--- src/particle_euler_update_table_core_macros.svh ---
// ----------------------------------------------------------------------------
// particle_euler_update_table_core_macros
// assertion helpers for the particle table
// ----------------------------------------------------------------------------
`ifndef PARTICLE_EULER_UPDATE_TABLE_CORE_MACROS_SVH
`define PARTICLE_EULER_UPDATE_TABLE_CORE_MACROS_SVH

// condition holds at every edge out of reset
`define PEUT_ASSERT_ALWAYS(name, clk, rst_n, expr) \
  name: assert property (@(posedge clk) disable iff (!rst_n) (expr)) \
    else $error("peut check failed");

// antecedent implies consequent in the same cycle
`define PEUT_ASSERT_IMPLY(name, clk, rst_n, ante, cons) \
  name: assert property (@(posedge clk) disable iff (!rst_n) (ante) |-> (cons)) \
    else $error("peut check failed");

`endif

--- src/peut_pkg.sv ---
// ----------------------------------------------------------------------------
// peut_pkg
// types, codes and saturation helpers shared by the particle table
// ----------------------------------------------------------------------------
package peut_pkg;

  localparam logic [1:0] CMD_INSERT = 2'd0;
  localparam logic [1:0] CMD_TICK   = 2'd1;
  localparam logic [1:0] CMD_CLEAR  = 2'd2;
  localparam logic [1:0] CMD_READ   = 2'd3;

  localparam logic [1:0] CFG_GRAVITY = 2'd0;
  localparam logic [1:0] CFG_LIMIT   = 2'd1;

  localparam logic [15:0] GRAVITY_RESET = 16'd24576;
  localparam logic [9:0]  LIMIT_RESET   = 10'd500;

  typedef enum logic [1:0] {
    OP_INSERT,
    OP_TICK,
    OP_CLEAR,
    OP_READ
  } op_t;

  typedef enum logic [2:0] {
    S_IDLE,
    S_READ,
    S_TSTART,
    S_TMUL,
    S_TUPD,
    S_TMOVE,
    S_TFIN
  } back_state_t;

  typedef struct packed {
    logic [1:0]         command;
    logic signed [23:0] pos_x;
    logic signed [23:0] pos_y;
    logic signed [23:0] pos_z;
    logic signed [15:0] vel_x;
    logic signed [15:0] vel_y;
    logic signed [15:0] vel_z;
    logic [15:0]        life_left;
    logic [15:0]        particle_size;
    logic [15:0]        time_step;
    logic [8:0]         entry_index;
  } in_item_t;

  typedef struct packed {
    logic [9:0]         live_count;
    logic               accepted;
    logic [9:0]         removed_count;
    logic               read_valid;
    logic signed [23:0] out_x;
    logic signed [23:0] out_y;
    logic signed [23:0] out_z;
    logic [15:0]        out_life;
    logic [15:0]        out_size;
  } out_item_t;

  typedef struct packed {
    logic signed [23:0] px;
    logic signed [23:0] py;
    logic signed [23:0] pz;
    logic signed [15:0] vx;
    logic signed [15:0] vy;
    logic signed [15:0] vz;
    logic [15:0]        life;
    logic [15:0]        size;
  } entry_t;

  typedef struct packed {
    op_t      op;
    in_item_t data;
  } cmd_item_t;

  typedef struct packed {
    logic      valid;
    cmd_item_t item;
  } queue_head_t;

  function automatic logic signed [23:0] sat24(input logic signed [24:0] v);
    logic signed [23:0] r;
    if (v[24] != v[23]) begin
      r = v[24] ? 24'sh800000 : 24'sh7fffff;
    end else begin
      r = v[23:0];
    end
    return r;
  endfunction

  function automatic logic signed [15:0] sat16(input logic signed [17:0] v);
    logic signed [15:0] r;
    if (v[17:15] != {3{v[17]}}) begin
      r = v[17] ? 16'sh8000 : 16'sh7fff;
    end else begin
      r = v[15:0];
    end
    return r;
  endfunction

endpackage

--- src/peut_front.sv ---
// ----------------------------------------------------------------------------
// peut_front
// accepts items, decodes the command and holds them in a two-entry queue
// ----------------------------------------------------------------------------
module peut_front (
  input  logic               clk,
  input  logic               rst_n,
  input  logic               in_valid,
  output logic               in_stall,
  input  peut_pkg::in_item_t in_data,
  output peut_pkg::queue_head_t q_head,
  input  logic               q_pop
);
  import peut_pkg::*;

  cmd_item_t  q_r [2];
  logic       wr_ptr_r, wr_ptr_nxt;
  logic       rd_ptr_r, rd_ptr_nxt;
  logic [1:0] cnt_r, cnt_nxt;
  logic       push;
  op_t        op_dec;

  always_comb begin
    unique case (in_data.command)
      CMD_INSERT: op_dec = OP_INSERT;
      CMD_TICK:   op_dec = OP_TICK;
      CMD_CLEAR:  op_dec = OP_CLEAR;
      default:    op_dec = OP_READ;
    endcase
  end

  assign in_stall = (cnt_r == 2'd2);
  assign push     = in_valid && !in_stall;

  always_comb begin
    wr_ptr_nxt = push ? !wr_ptr_r : wr_ptr_r;
    rd_ptr_nxt = q_pop ? !rd_ptr_r : rd_ptr_r;
    cnt_nxt    = cnt_r + 2'(push) - 2'(q_pop);
  end

  always_ff @(posedge clk) begin
    if (!rst_n) begin
      wr_ptr_r <= 1'b0;
      rd_ptr_r <= 1'b0;
      cnt_r    <= 2'd0;
    end else begin
      wr_ptr_r <= wr_ptr_nxt;
      rd_ptr_r <= rd_ptr_nxt;
      cnt_r    <= cnt_nxt;
    end
  end

  always_ff @(posedge clk) begin
    if (push) begin
      q_r[wr_ptr_r] <= '{op: op_dec, data: in_data};
    end
  end

  assign q_head.valid = (cnt_r != 2'd0);
  assign q_head.item  = q_r[rd_ptr_r];

endmodule

--- config.mk ---
export PLATFORM = sky130hd
export DESIGN_NAME = peut_front
export DESIGN_NICKNAME = d
export VERILOG_FILES = /design/src/particle_euler_update_table_core_macros.svh /design/src/peut_pkg.sv /design/src/peut_front.sv
export SDC_FILE = /design/constraint.sdc
export NUM_CORES = 1
export LEC_CHECK = 0
export ABC_CLOCK_PERIOD_IN_PS = 10700
export BUFFER_PORTS_ARGS = -buffer_cell sky130_fd_sc_hd__buf_2
export CAP_MARGIN = 0
export CORE_ASPECT_RATIO = 0.9
export CORE_UTILIZATION = 41
export DETAILED_ROUTE_END_ITERATION = 8
export GPL_TIMING_DRIVEN = 1
export PLACE_DENSITY = 0.73
export SYNTH_ARGS = -nofsm -noshare
export SYNTH_HDL_FRONTEND = slang
export SYNTH_SLANG_ARGS = --single-unit
--- constraint.sdc ---
create_clock -name clk -period 10.7 [get_ports clk]
set_clock_uncertainty 0.05 [all_clocks]
set_input_delay 1.07 -clock clk [delete_from_list [all_inputs] [get_ports clk]]
set_output_delay 1.07 -clock clk [all_outputs]
set_load 0.01 [all_outputs]
Yosys cells after proc, flatten, opt, wreduce, memory -nomap -nowiden
Memory sizes are Yosys's and may differ from the RTL's. A register that Yosys moved wholly into a read port is not among the register bits.
Cells that the tools add are included.
{"block": "word_totals", "reg_bits": 4, "latchBits": 0, "mem_bits_rw": 362, "rom_bits": 0, "in_bits": 183, "output_inout_bits": 183, "wordCells": 20, "memories": 1}
{"block": "classes", "addsub": 2, "n_mul": 0, "div": 0, "order_cmp": 0, "n_eq_ne": 3, "shifts": 0, "n_mux": 5, "bitwise_logic": 0, "reduce_logical": 6}
{"memory": "q_r", "words": 2, "word_bits": 181, "rd": 1, "rd_clocked_by_memory_dff": 1, "write_ports": 1, "line": "peut_front.sv:16", "text": "cmd_item_t q_r [2];"}
{"op": "$pmux 2 s3", "count": 1}
{"op": "$eq 2x2->1 const B", "count": 2}
{"op": "$mux 1", "count": 4}
{"op": "$logic_not 1->1", "count": 3}
{"op": "$add 2x1->2", "count": 1}
{"op": "$eq 2x1->1 const B", "count": 1}
{"op": "$logic_not 2->1", "count": 1}
{"op": "$reduce_bool 2->1", "count": 1}
{"op": "$sub 2x1->2", "count": 1}
{"op": "$logic_and 1x1->1", "count": 1}

Depth between registers and ports, before layout
{"block": "depth", "word_depth": 5, "ltp_mapped": 8, "depth_no_buf": 8}

Worst setup path before layout
OpenSTA, ideal clock, no wires.
{"block": "synth_timing", "kind": "input to register", "from": "in in_valid", "to": "mem q_r[0][0] (netlist name), enable pin", "setup_time_ns": 0.725, "t_arrival_ns": 8.670, "required_time_ns": 9.925, "path_slack_ns": 1.255, "path_stages": 2, "path_buffers": 0, "path_cell_list": "nand2_1 nor2_1"}
{"block": "synth_via", "elab_chain_cells": 3}
{"item": "start, declared", "line": "peut_front.sv:8", "text": "input logic in_valid,"}
{"item": "$logic_and 1x1->1", "line": "peut_front.sv:33", "text": "assign push = in_valid && !in_stall;"}
{"item": "$mux 1", "line": "peut_front.sv:54", "text": "if (push) begin"}
{"item": "$mux 1 (implied by the code)", "line": "peut_front.sv:55", "text": "q_r[wr_ptr_r] <= '{op: op_dec, data: in_data};"}
{"item": "end, declared", "line": "peut_front.sv:16"}
No other way between the ends.

==> run summary <==
outcome -> finished, final reports clean
leakage -> 6.57 nW
hold_buf cts -> 0
RSZ-0062 raised after global routing -> false
Net Switching -> 0.821 mW
Required @ worst endpoint -> 9.58 ns
post-route ant nets -> 0
first-pass GRT wire length -> 39.4 mm
CTS Buf Count -> 38
CTS clk-pin slew, worst paths -> 0.06 ns
CTS tree -> built
die footprint -> 34,000 µm²
worst-case clock buffer depth -> 3
fmax -> 216 MHz
DP Wirelength -> 18.0 mm
setup bufs post-CTS -> 0
Max IR drop VDD -> 0.152 mV
Final Hold Viols -> 0
Max Cap Violations -> 0
PostCTS Resize Cnt -> 0
Hold WC Path Type -> reg2reg
DP Area -> 15,900 µm²
DR iter-0 viols -> 280
Power per Cell Area -> 208 nW/µm²
commonest non-fill, non-tap cell in the layout -> buf_2
internal power -> 2.73 mW
final-layout fill cell count -> 2,631
Switching Share -> 23.1%
Die Height -> 175 µm
fin area -> 17,100 µm²
share of cells above drive strength 1 -> 60.1%
residual DRC count -> 0
Port-buffer cells -> 365
Slew Viols, Final -> 0
Worst-Skew Late Latency -> 0.52 ns
final wirelength -> 27.0 mm
synthesized net count -> 776
mapped cell area -> 13,700 µm²
slew margin rel. -> 26.3%
width of the die -> 194 µm
Synth warnings -> 0
Crit. End Element -> output pin
sequential fraction of the synthesis area -> 80.4%
Arr. time, crit path -> 3.50 ns
area share of the largest cell type after synthesis -> 79.6%
fin crit period -> 4.62 ns
wire per inst -> 18.8 µm
vias -> 6,809
Total Power -> 3.55 mW
total gr overflow -> 0
Comb pwr share -> 14.0%
All-Layer GR Usage -> 15.3%
vias in the first global route -> 6,972
number of H-tree levels -> 2
Std-Cell Rows -> 63
initial antenna violation count -> 8
setup tns final -> 0 ns
Core Box Area -> 32,900 µm²
cell taking the most area after synthesis -> edfxtp_1
placed cells -> 1,363
CP startpoint kind -> flop
syn_area_per_cell -> 23.1 µm²
Clock Sinks -> 367
Nets -> 1,166
fin cells -> 1,435
Flop pwr share -> 50.6%
count of cell types in the netlist -> 19
final setup vio count -> 0
crit share post-route -> 43.2%
First-pass DRT Iterations -> 6
final core utilization -> 52.0%
cell count after synthesis -> 591
#FFs+latches synth -> 367
routability cong. -> 0.767
Initial Utilization -> 41.5%
R2R setup slack -> 7.66 ns
via/cell ratio -> 4.74
largest net degree at the start of global routing -> 75
worst slew pin tran -> 1.10 ns
hold path startpoint -> cnt_r[1]$_SDFF_PN0_
clock share of power -> 35.5%
largest cells by area after synthesis -> edfxtp_1 80%, mux2_4 9.9%, mux2_2 7.5%, buf_6 0.91%, dfxtp_1 0.73%
Crit Path Class -> reg2out
I/O pins -> 366
CTS Root Cell -> clkbuf_16
worst r2r src -> cnt_r[0]$_SDFF_PN0_
CP Max Fanout -> 63
most frequent cells in the layout -> 365 x buf_2, 362 x edfxtp_1, 91 x mux2_2, 90 x mux2_4, 41 x clkbuf_16
Area Overhead vs Synth -> 25.3%
==> per-layer routing <==
layer / track usage [%] / wire length, µm / share of wire [%] / vias to the layer above
met3: 6.14 / 2380 / 8.8 / 62
met2: 25.2 / 13100 / 48 / 280
met5: 0 / 68 / 0.25 / -
met1: 17.9 / 10800 / 40 / 3323
li1: - / - / - / 3134
met4: 6.22 / 767 / 2.8 / 10
==> critical path, cell delays in order, from the launching register on <==
cell	delay, ns
dfxtp_4	0.60
buf_4	0.85
buf_4	0.83
mux2_2	0.44
buf_2	0.14
==> path summary, 6_finish.rpt <==
path / depth (start not counted) / endpoint
worst max register to register: 4 / q_r[0][120]$_DFFE_PP_
worst max-delay path: 4 / q_head[57]
worst min-delay path: 2 / cnt_r[1]$_SDFF_PN0_
worst min register to register: 2 / cnt_r[1]$_SDFF_PN0_
==> area by class of cell <==
cell class	instances	area, µm²	share of cell area (%)
inverters	3	11.3	0.0658
well taps	422	528	3.09
clock buffers	53	1070	6.26
flip-flops and latches	367	11000	64.2
multi-input cells	199	2510	14.7
repair buffers	372	1880	11.0
diodes	3	7.51	0.0439
clock inverters	16	128	0.746
==> synthesized netlist by cell type <==
cell type / number
and2_1: 2
dfxtp_1: 5
nor2_1: 4
clkbuf_1: 2
xor2_1: 1
nor3_1: 1
buf_2: 9
xnor2_1: 1
or2_2: 1
mux2_2: 91
ha_1: 2
mux2_4: 90
edfxtp_1: 362
nand2_1: 2
and3_1: 1
inv_1: 3
nand2b_1: 2
buf_6: 11
mux2i_1: 1
==> cells by family after synthesis <==
group                      share of synthesized area [%]
buffers and inverters                               1.37
muxes                                               17.5
xor gates and xnor gates                           0.128
DFF                                                 80.4
and+or+nand+nor                                    0.477
adders and majority gates                          0.183
==> per-stage QoR <==
stage | hold WS (ns) | setup slack (ns)
after global placement | 0.447 | 6.61
after global routing | 0.508 | 5.87
after detailed placement | 0.470 | 6.58
after CTS | 0.482 | 6.00
after floorplan | 0.405 | 1.26
final | 0.481 | 6.08
==> state kept, by name (all words and copies together) (netlist names), named ones only <==
signal    cells
q_r         362
cnt_r         2
rd_ptr_r      1
wr_ptr_r      1
==> power by group through the flow <==
stage / combinational [mW] / sequential [mW] / clock [mW]
after detailed placement: 0.505 / 1.83 / 0
after CTS: 0.507 / 1.80 / 1.30
after global placement: 0.499 / 1.82 / 0
after floorplan: 0.308 / 1.85 / 0
after global routing: 0.532 / 1.81 / 1.35
final: 0.496 / 1.80 / 1.26
Note: power is estimated with default switching activity, not from simulation.
